## config.mk

```make
export PLATFORM = sky130hd
export DESIGN_NAME = touch_gesture_classifier
export DESIGN_NICKNAME = d
export VERILOG_FILES = /design/src/rtl/core/tgc_pkg.sv /design/src/rtl/core/tgc_front.sv /design/src/rtl/core/tgc_queue.sv /design/src/rtl/core/tgc_back.sv /design/src/rtl/core/touch_gesture_classifier.sv
export SDC_FILE = /design/constraint.sdc
export NUM_CORES = 1
export LEC_CHECK = 0
export BUFFER_PORTS_ARGS = -buffer_cell sky130_fd_sc_hd__buf_2
export CORE_UTILIZATION = 60
export DETAILED_ROUTE_END_ITERATION = 7
export PLACE_DENSITY = 0.8
export SLEW_MARGIN = 30
export SYNTH_ARGS = -nofsm -noshare
export SYNTH_HDL_FRONTEND = slang
export SYNTH_SLANG_ARGS = --single-unit
```

## constraint.sdc

```tcl
create_clock -name aclk -period 15.5 [get_ports aclk]
set_clock_uncertainty 0.05 [all_clocks]
set_input_delay 2.325 -clock aclk [delete_from_list [all_inputs] [get_ports aclk]]
set_output_delay 2.325 -clock aclk [all_outputs]
set_load 0.1 [all_outputs]
```

## src/rtl/core/tgc_pkg.sv

```systemverilog
// tgc_pkg: shared types and constants for the touch gesture classifier.
// Used by tgc_front, tgc_queue, tgc_back and touch_gesture_classifier.
package tgc_pkg;

    localparam int unsigned COORD_W   = 12;
    localparam int unsigned DELTA_W   = COORD_W + 1;
    localparam int unsigned TIME_W    = 32;
    localparam int unsigned DZ_W      = 12;
    localparam int unsigned LPT_W     = 16;
    localparam int unsigned CFG_IDX_W = 2;
    localparam int unsigned CFG_DAT_W = 16;
    localparam int unsigned S_DATA_W  = 72;
    localparam int unsigned M_DATA_W  = 32;

    localparam logic [3:0] FINGER_MASK = 4'hF;

    localparam logic [CFG_IDX_W-1:0] CFG_DEAD_ZONE   = 2'd0;
    localparam logic [CFG_IDX_W-1:0] CFG_LONG_PRESS  = 2'd1;
    localparam logic [CFG_IDX_W-1:0] CFG_EVENTS_EN   = 2'd2;

    localparam logic [DZ_W-1:0]  DEAD_ZONE_RST  = 12'd20;
    localparam logic [LPT_W-1:0] LONG_PRESS_RST = 16'd500;

    typedef enum logic [2:0] {
        GEST_TAP        = 3'd0,
        GEST_LONG_PRESS = 3'd1,
        GEST_LEFT       = 3'd2,
        GEST_RIGHT      = 3'd3,
        GEST_UP         = 3'd4,
        GEST_DOWN       = 3'd5
    } gesture_t;

    typedef struct packed {
        logic [DZ_W-1:0]  dead_zone;
        logic [LPT_W-1:0] long_press_time;
        logic             events_enable;
    } cfg_t;

    // one finished touch, movement as two's complement
    typedef struct packed {
        logic [DELTA_W-1:0] dx;
        logic [DELTA_W-1:0] dy;
        logic [TIME_W-1:0]  elapsed;
        logic [COORD_W-1:0] begin_x;
        logic [COORD_W-1:0] begin_y;
    } release_t;

endpackage

```

## src/rtl/core/tgc_front.sv

```systemverilog
// tgc_front: accepts polls, tracks the touch and pushes one record per release while events are enabled.
// Depends on tgc_pkg.
module tgc_front (
    input  logic                    aclk,
    input  logic                    aresetn,
    input  logic                    poll_accept,
    input  logic                    read_ok,
    input  logic [7:0]              status_byte,
    input  logic [7:0]              x_high,
    input  logic [7:0]              x_low,
    input  logic [7:0]              y_high,
    input  logic [7:0]              y_low,
    input  logic [tgc_pkg::TIME_W-1:0] now_ms,
    input  logic                    events_enable,
    output logic                    push,
    output tgc_pkg::release_t       push_data
);

    logic                        tracking_reg, tracking_next;
    logic [tgc_pkg::COORD_W-1:0] begin_x_reg, begin_y_reg, latest_x_reg, latest_y_reg;
    logic [tgc_pkg::TIME_W-1:0]  begin_time_reg;
    logic                        touched;
    logic [tgc_pkg::COORD_W-1:0] x_pt, y_pt;

    assign touched = read_ok && ((status_byte[3:0] & tgc_pkg::FINGER_MASK) != 4'd0);
    assign x_pt    = {x_high[3:0], x_low};
    assign y_pt    = {y_high[3:0], y_low};

    always_comb begin
        tracking_next = tracking_reg;
        push          = 1'b0;
        if (poll_accept) begin
            if (touched) begin
                tracking_next = 1'b1;
            end else if (tracking_reg) begin
                tracking_next = 1'b0;
                push          = events_enable;
            end
        end
    end

    assign push_data.dx      = {1'b0, latest_x_reg} - {1'b0, begin_x_reg};
    assign push_data.dy      = {1'b0, latest_y_reg} - {1'b0, begin_y_reg};
    assign push_data.elapsed = now_ms - begin_time_reg;
    assign push_data.begin_x = begin_x_reg;
    assign push_data.begin_y = begin_y_reg;

    always_ff @(posedge aclk) begin
        if (!aresetn) begin
            tracking_reg <= 1'b0;
        end else begin
            tracking_reg <= tracking_next;
        end
    end

    always_ff @(posedge aclk) begin
        if (poll_accept && touched) begin
            if (!tracking_reg) begin
                begin_x_reg    <= x_pt;
                begin_y_reg    <= y_pt;
                begin_time_reg <= now_ms;
            end
            latest_x_reg <= x_pt;
            latest_y_reg <= y_pt;
        end
    end

    // a release record only leaves a tracked touch
    a_push_tracked: assert property (@(posedge aclk) disable iff (!aresetn)
        push |-> tracking_reg && !tracking_next)
        else $error("release pushed without a tracked touch");

endmodule

```

## src/rtl/core/tgc_queue.sv

```systemverilog
// tgc_queue: small FIFO of release records between front and back.
// Depends on tgc_pkg.
module tgc_queue #(
    parameter int unsigned DEPTH = 2
) (
    input  logic              aclk,
    input  logic              aresetn,
    input  logic              push,
    input  tgc_pkg::release_t push_data,
    output logic              full,
    input  logic              pop,
    output logic              head_valid,
    output tgc_pkg::release_t head_data
);

    localparam int unsigned PTR_W = (DEPTH > 1) ? $clog2(DEPTH) : 1;
    localparam int unsigned CNT_W = $clog2(DEPTH + 1);

    tgc_pkg::release_t mem_reg [DEPTH];
    logic [PTR_W-1:0]  wr_ptr_reg, rd_ptr_reg;
    logic [CNT_W-1:0]  count_reg, count_next;
    logic              do_push, do_pop;

    assign full       = (count_reg == CNT_W'(DEPTH));
    assign head_valid = (count_reg != '0);
    assign head_data  = mem_reg[rd_ptr_reg];
    assign do_push    = push && !full;
    assign do_pop     = pop && head_valid;

    always_comb begin
        count_next = count_reg;
        if (do_push && !do_pop) begin
            count_next = count_reg + CNT_W'(1);
        end else if (do_pop && !do_push) begin
            count_next = count_reg - CNT_W'(1);
        end
    end

    always_ff @(posedge aclk) begin
        if (!aresetn) begin
            wr_ptr_reg <= '0;
            rd_ptr_reg <= '0;
            count_reg  <= '0;
        end else begin
            count_reg <= count_next;
            if (do_push) begin
                wr_ptr_reg <= (wr_ptr_reg == PTR_W'(DEPTH - 1)) ? '0 : wr_ptr_reg + PTR_W'(1);
            end
            if (do_pop) begin
                rd_ptr_reg <= (rd_ptr_reg == PTR_W'(DEPTH - 1)) ? '0 : rd_ptr_reg + PTR_W'(1);
            end
        end
    end

    always_ff @(posedge aclk) begin
        if (do_push) begin
            mem_reg[wr_ptr_reg] <= push_data;
        end
    end

    a_no_overflow: assert property (@(posedge aclk) disable iff (!aresetn)
        push |-> !full)
        else $error("push into full release queue");

    a_count_range: assert property (@(posedge aclk) disable iff (!aresetn)
        count_reg <= CNT_W'(DEPTH))
        else $error("release queue count out of range");

    a_ptr_track: assert property (@(posedge aclk) disable iff (!aresetn)
        (count_reg == '0) |-> (wr_ptr_reg == rd_ptr_reg))
        else $error("empty queue with split pointers");

endmodule

```

## src/rtl/core/tgc_back.sv

```systemverilog
// tgc_back: classifies queued releases and holds the event in the output register.
// Depends on tgc_pkg.
module tgc_back (
    input  logic                        aclk,
    input  logic                        aresetn,
    input  logic                        head_valid,
    input  tgc_pkg::release_t           head_data,
    output logic                        pop,
    input  logic [tgc_pkg::DZ_W-1:0]    dead_zone,
    input  logic [tgc_pkg::LPT_W-1:0]   long_press_time,
    output logic                        out_valid,
    input  logic                        out_ready,
    output tgc_pkg::gesture_t           gesture,
    output logic [tgc_pkg::COORD_W-1:0] origin_x,
    output logic [tgc_pkg::COORD_W-1:0] origin_y
);

    logic                        out_valid_reg;
    tgc_pkg::gesture_t           gesture_reg, gesture_next;
    logic [tgc_pkg::COORD_W-1:0] origin_x_reg, origin_y_reg;
    logic [tgc_pkg::DELTA_W-1:0] ax, ay;
    logic                        neg_x, neg_y, still, horiz, held;

    assign pop   = head_valid && (!out_valid_reg || out_ready);
    assign neg_x = head_data.dx[tgc_pkg::DELTA_W-1];
    assign neg_y = head_data.dy[tgc_pkg::DELTA_W-1];
    assign ax    = neg_x ? (~head_data.dx + tgc_pkg::DELTA_W'(1)) : head_data.dx;
    assign ay    = neg_y ? (~head_data.dy + tgc_pkg::DELTA_W'(1)) : head_data.dy;
    assign still = (ax < {1'b0, dead_zone}) && (ay < {1'b0, dead_zone});
    assign horiz = ax > ay;
    assign held  = head_data.elapsed >= {16'd0, long_press_time};

    always_comb begin
        if (still) begin
            gesture_next = held ? tgc_pkg::GEST_LONG_PRESS : tgc_pkg::GEST_TAP;
        end else if (horiz) begin
            gesture_next = neg_x ? tgc_pkg::GEST_LEFT : tgc_pkg::GEST_RIGHT;
        end else begin
            gesture_next = neg_y ? tgc_pkg::GEST_UP : tgc_pkg::GEST_DOWN;
        end
    end

    always_ff @(posedge aclk) begin
        if (!aresetn) begin
            out_valid_reg <= 1'b0;
        end else if (pop) begin
            out_valid_reg <= 1'b1;
        end else if (out_ready) begin
            out_valid_reg <= 1'b0;
        end
    end

    always_ff @(posedge aclk) begin
        if (pop) begin
            gesture_reg  <= gesture_next;
            origin_x_reg <= head_data.begin_x;
            origin_y_reg <= head_data.begin_y;
        end
    end

    assign out_valid = out_valid_reg;
    assign gesture   = gesture_reg;
    assign origin_x  = origin_x_reg;
    assign origin_y  = origin_y_reg;

    // a waiting event is never overwritten
    a_hold_event: assert property (@(posedge aclk) disable iff (!aresetn)
        (out_valid_reg && !out_ready) |-> !pop)
        else $error("pending event overwritten");

endmodule

```

## src/rtl/core/touch_gesture_classifier.sv

```systemverilog
// touch_gesture_classifier: tap / long press / swipe events from touch polls.
// An event leaves on m_axis after its release record has passed the release queue and the event output register.
// Throughput: one poll per cycle; s_axis_tready drops only while the release queue is full.
// The release queue (QUEUE_DEPTH entries) and the event output register part the two sides.
// Reset (aresetn low, synchronous): tracking off, queue and output empty, config to defaults.
// Depends on tgc_pkg, tgc_front, tgc_queue, tgc_back.
module touch_gesture_classifier #(
    parameter int unsigned QUEUE_DEPTH = 2
) (
    input  logic                              aclk,
    input  logic                              aresetn,
    input  logic                              s_axis_tvalid,
    output logic                              s_axis_tready,
    // status_byte[7:0], x_high[15:8], x_low[23:16], y_high[31:24], y_low[39:32],
    // now_ms[71:40]
    input  logic [tgc_pkg::S_DATA_W-1:0]      s_axis_tdata,
    // read_ok[0]
    input  logic                              s_axis_tuser,
    output logic                              m_axis_tvalid,
    input  logic                              m_axis_tready,
    // gesture[2:0], origin_x[14:3], origin_y[26:15], zero[31:27]
    output logic [tgc_pkg::M_DATA_W-1:0]      m_axis_tdata,
    input  logic                              cfg_we,
    input  logic [tgc_pkg::CFG_IDX_W-1:0]     cfg_index,
    input  logic [tgc_pkg::CFG_DAT_W-1:0]     cfg_wdata
);

    tgc_pkg::cfg_t               cfg_reg;
    tgc_pkg::release_t           push_data, head_data;
    tgc_pkg::gesture_t           gesture;
    logic                        push, full, pop, head_valid, poll_accept;
    logic [tgc_pkg::COORD_W-1:0] origin_x, origin_y;

    always_ff @(posedge aclk) begin
        if (!aresetn) begin
            cfg_reg.dead_zone       <= tgc_pkg::DEAD_ZONE_RST;
            cfg_reg.long_press_time <= tgc_pkg::LONG_PRESS_RST;
            cfg_reg.events_enable   <= 1'b1;
        end else if (cfg_we) begin
            case (cfg_index)
                tgc_pkg::CFG_DEAD_ZONE:  cfg_reg.dead_zone       <= cfg_wdata[tgc_pkg::DZ_W-1:0];
                tgc_pkg::CFG_LONG_PRESS: cfg_reg.long_press_time <= cfg_wdata;
                tgc_pkg::CFG_EVENTS_EN:  cfg_reg.events_enable   <= cfg_wdata[0];
                default: ;
            endcase
        end
    end

    assign s_axis_tready = !full;
    assign poll_accept   = s_axis_tvalid && !full;

    tgc_front u_front (
        .aclk          (aclk),
        .aresetn       (aresetn),
        .poll_accept   (poll_accept),
        .read_ok       (s_axis_tuser),
        .status_byte   (s_axis_tdata[7:0]),
        .x_high        (s_axis_tdata[15:8]),
        .x_low         (s_axis_tdata[23:16]),
        .y_high        (s_axis_tdata[31:24]),
        .y_low         (s_axis_tdata[39:32]),
        .now_ms        (s_axis_tdata[71:40]),
        .events_enable (cfg_reg.events_enable),
        .push          (push),
        .push_data     (push_data)
    );

    tgc_queue #(
        .DEPTH (QUEUE_DEPTH)
    ) u_queue (
        .aclk       (aclk),
        .aresetn    (aresetn),
        .push       (push),
        .push_data  (push_data),
        .full       (full),
        .pop        (pop),
        .head_valid (head_valid),
        .head_data  (head_data)
    );

    tgc_back u_back (
        .aclk            (aclk),
        .aresetn         (aresetn),
        .head_valid      (head_valid),
        .head_data       (head_data),
        .pop             (pop),
        .dead_zone       (cfg_reg.dead_zone),
        .long_press_time (cfg_reg.long_press_time),
        .out_valid       (m_axis_tvalid),
        .out_ready       (m_axis_tready),
        .gesture         (gesture),
        .origin_x        (origin_x),
        .origin_y        (origin_y)
    );

    assign m_axis_tdata = {5'd0, origin_y, origin_x, gesture};

endmodule

```

==> out/results.ini <==
[worst_hold_path]
min_from=cfg_reg[11]$_SDFFE_PN0P_
hold_class=reg2reg
hold_end=cfg_reg[11]$_SDFFE_PN0P_
min_path_cells=2

[setup_path]
cp.arrival_ps=4850
crit_required_ps=15750
r2r_slack_ps=10900
crit_path_max_incr_delay_ps=820
r2r-end=u_back.gesture[0]$_DFFE_PP_
crit_chain=buf_4 > mux2i_1 > ha_1 > o21ai_2 > nor2_1 > nand3_1 > nand2_1 > xor2_1 > ha_1 > a21oi_1 > o22ai_1 > a2111oi_0 > o21ai_0 > and4bb_4 > mux2_4
crit_top_cell=ha_1
worstSetupPathType=reg2reg
crit_path_end_kind=register
crit_slowest_cell=dfxtp_4
rr_worst_depth=15
start_kind=register
worstPathMaxFanout=50

[timing]
fmax_ghz=0.218
slew_headroom_pct=40.5
fin_crit_sh_pct=29.7
worst_slew_pin_slew_ps=892
setup_viol=0
hold_ws_ps=419
setup_tns_ps=0
rsz0062_at_grt=no
hold_viol_final=0
finalMaxSlewViolations=0
fin_crit_ps=4600

[pwr]
p_per_area_nw_per_um2=149
power_frac_clock_pct=27.7
power.share.sequential_pct=41.2
leakage_uw=0.00666
switching_share_pct=34.9
p_int_uw=1670
p_comb_share_pct=31.1
peakVddDrop_uv=122
switching_power_uw=893

[route]
dr_total_vias=9624
viasPerCell=5.65
avgRoutedWirePerCell_um=16.8
antenna_left=0
drc_errors=0
drt-total-wl_um=28600
drtIter0Drc=567
dr.pass1.iters=5

[logic_synthesis]
synth.avg_cell_area_sq_um=12.5
synthTopCellsByArea=edfxtp_1 (53%), ha_1 (8.9%), dfxtp_1 (4.7%)
synth_cells=1228
yosysWarnings=0
synth-seq-area-share_pct=57.5
syn_area_sq_um=15400
async_reset_ff_share_pct=0
synth_most_common_cell=edfxtp_1
synth_ff_type=edfxtp_1
synth_top_cells_by_count=edfxtp_1 (271), inv_1 (115), ha_1 (109)
ys_types=80
synthDominantCellAreaShare_pct=52.8
synth-seq-cells=307
yosysTopAreaCell=edfxtp_1
synth_edf_count=271

[clock_tree]
postCtsSetupBuffers=0
cts_hold_buf=0
clk_latency_ps=550
cts_tree=yes
cts_root_buffer=clkbuf_16
path_clk_slew_ps=60
clockBufferDepth=3
cts_resized=0
cts_max_level=1
numCtsBuffers=31
clock_sinks=307

[layout]
largest_reg_flops=164
multi_input_area_sq_um=5930
area_delta_synth_final_pct=11.9
final_nets=1556
num-fill-cells=1804
drive_above_1_share_pct=17.9
register_area_sq_um=8860
antenna_cells=0

[grt]
overflow=0
antenna_found_initial=0
grt_start_max_net_pins=84
grt_pass1_vias=9437
track_usage_pct=22.0
grt_pass1_wl_um=46300

[placement]
gp_congestion=0.902
port_buffers=112
hpwlAfterDp_um=19700

[floorplan]
rows=58
die_w_um=162
fp.dieH_um=162
start_util_pct=61.1
io_pins=130
dieArea_sq_um=26300
core_area_sq_um=25200

[job]
max_cap_violations=0

[status]
status=finished clean

## area by class of cell
cell class	instances	share of cell area (%)
Clock buffer	42	5.00
Clock inverter	15	0.668
Inverter	115	2.51
Multi-Input combinational cell	775	34.4
Sequential cell	307	51.4
Tap cell	330	2.40
Timing Repair Buffer	118	3.56
## power by group through the flow
stage          sequential [uW]  combinational (uW)  clock (uW)
4_1_cts                   1060                 800         723
6_report                  1050                 797         708
3_5_place_dp              1070                 793           0
3_3_place_gp              1070                 774           0
2_1_floorplan             1280                 430           0
5_1_grt                   1060                 865         750
## per-layer routing
metal,vias to the layer above,track usage (%),part of all wire (%)
li1,4739,-,-
met1,4618,30.2,46
met2,213,37.5,48
met3,54,2.32,4.1
met4,0,5.96,2.1
met5,-,0,0
## critical path, delay by kind of cell, from the launching register on
family,cells,cell delay (ps)
flops,1,820
buf+inv,1,590
mux,2,630
compound gates,5,830
xor+xnor,1,210
fa+ha+maj,2,520
simple gates,4,680
## cell usage in the layout (no fill, tap or decap), drive strengths merged, types with 6 or more instances in the layout
master and instances:
nor2b 13, xor2 25, nand3 16, a21oi 59, and2 6, mux2 42
edfxtp 271, clkinv 11, o21a 20, nand4 8, and3 6, nor2 47
nand2b 10, xnor2 45, o21bai 7, buf 118, a21boi 27, dfxtp 36
clkbuf 42, a21o 22, nand2 106, ha 109, mux2i 27, o211ai 13
a211oi 7, o21ai 49, nor3 17, nor4 12, o31ai 6, inv 117
## metrics by stage
step | utilization (%) | instances | total power (uW) | area [sq um] | setup slack [ps]
2_1_floorplan | - | 1232 | 1710 | 15400 | 4040
3_3_place_gp | 64.5 | 1645 | 1840 | 16200 | 10610
3_5_place_dp | 64.5 | 1645 | 1860 | 16300 | 10580
4_1_cts | 68.4 | 1702 | 2580 | 17200 | 10870
5_1_grt | 68.4 | 1702 | 2680 | 17200 | 10450
6_report | 68.4 | 1702 | 2560 | 17200 | 10900
## cell families after synthesis
group / Yosys count / share of synthesized area (%)
AOI/OAI and AO/OA: 256 / 11.5
other: 1 / 0.0244
xor gates and xnor gates: 70 / 3.98
muxes: 69 / 5.01
adders and majority gates: 112 / 9.25
buffers and inverters: 150 / 4.15
and+or+nand+nor: 263 / 8.55
DFF: 307 / 57.5
## worst max-delay path by stage
| stage | depth (start not counted) | end | startpoint | slack [ps] |
|---|---|---|---|---|
| after floorplan | 2 | u_queue.mem_reg[0][0]$_DFFE_PP_ | s_axis_tdata[1] | 4040 |
| after detailed placement | 11 | u_queue.mem_reg[0][50]$_DFFE_PP_ | s_axis_tdata[40] | 10580 |
| after CTS | 15 | u_back.gesture[0]$_DFFE_PP_ | register | 10870 |
| after global placement | 11 | u_queue.mem_reg[0][50]$_DFFE_PP_ | s_axis_tdata[40] | 10610 |
| final | 15 | u_back.gesture[0]$_DFFE_PP_ | register | 10900 |
| after global routing | 14 | u_back.gesture[0]$_DFFE_PP_ | register | 10450 |
(Power assumes the default switching activity.)
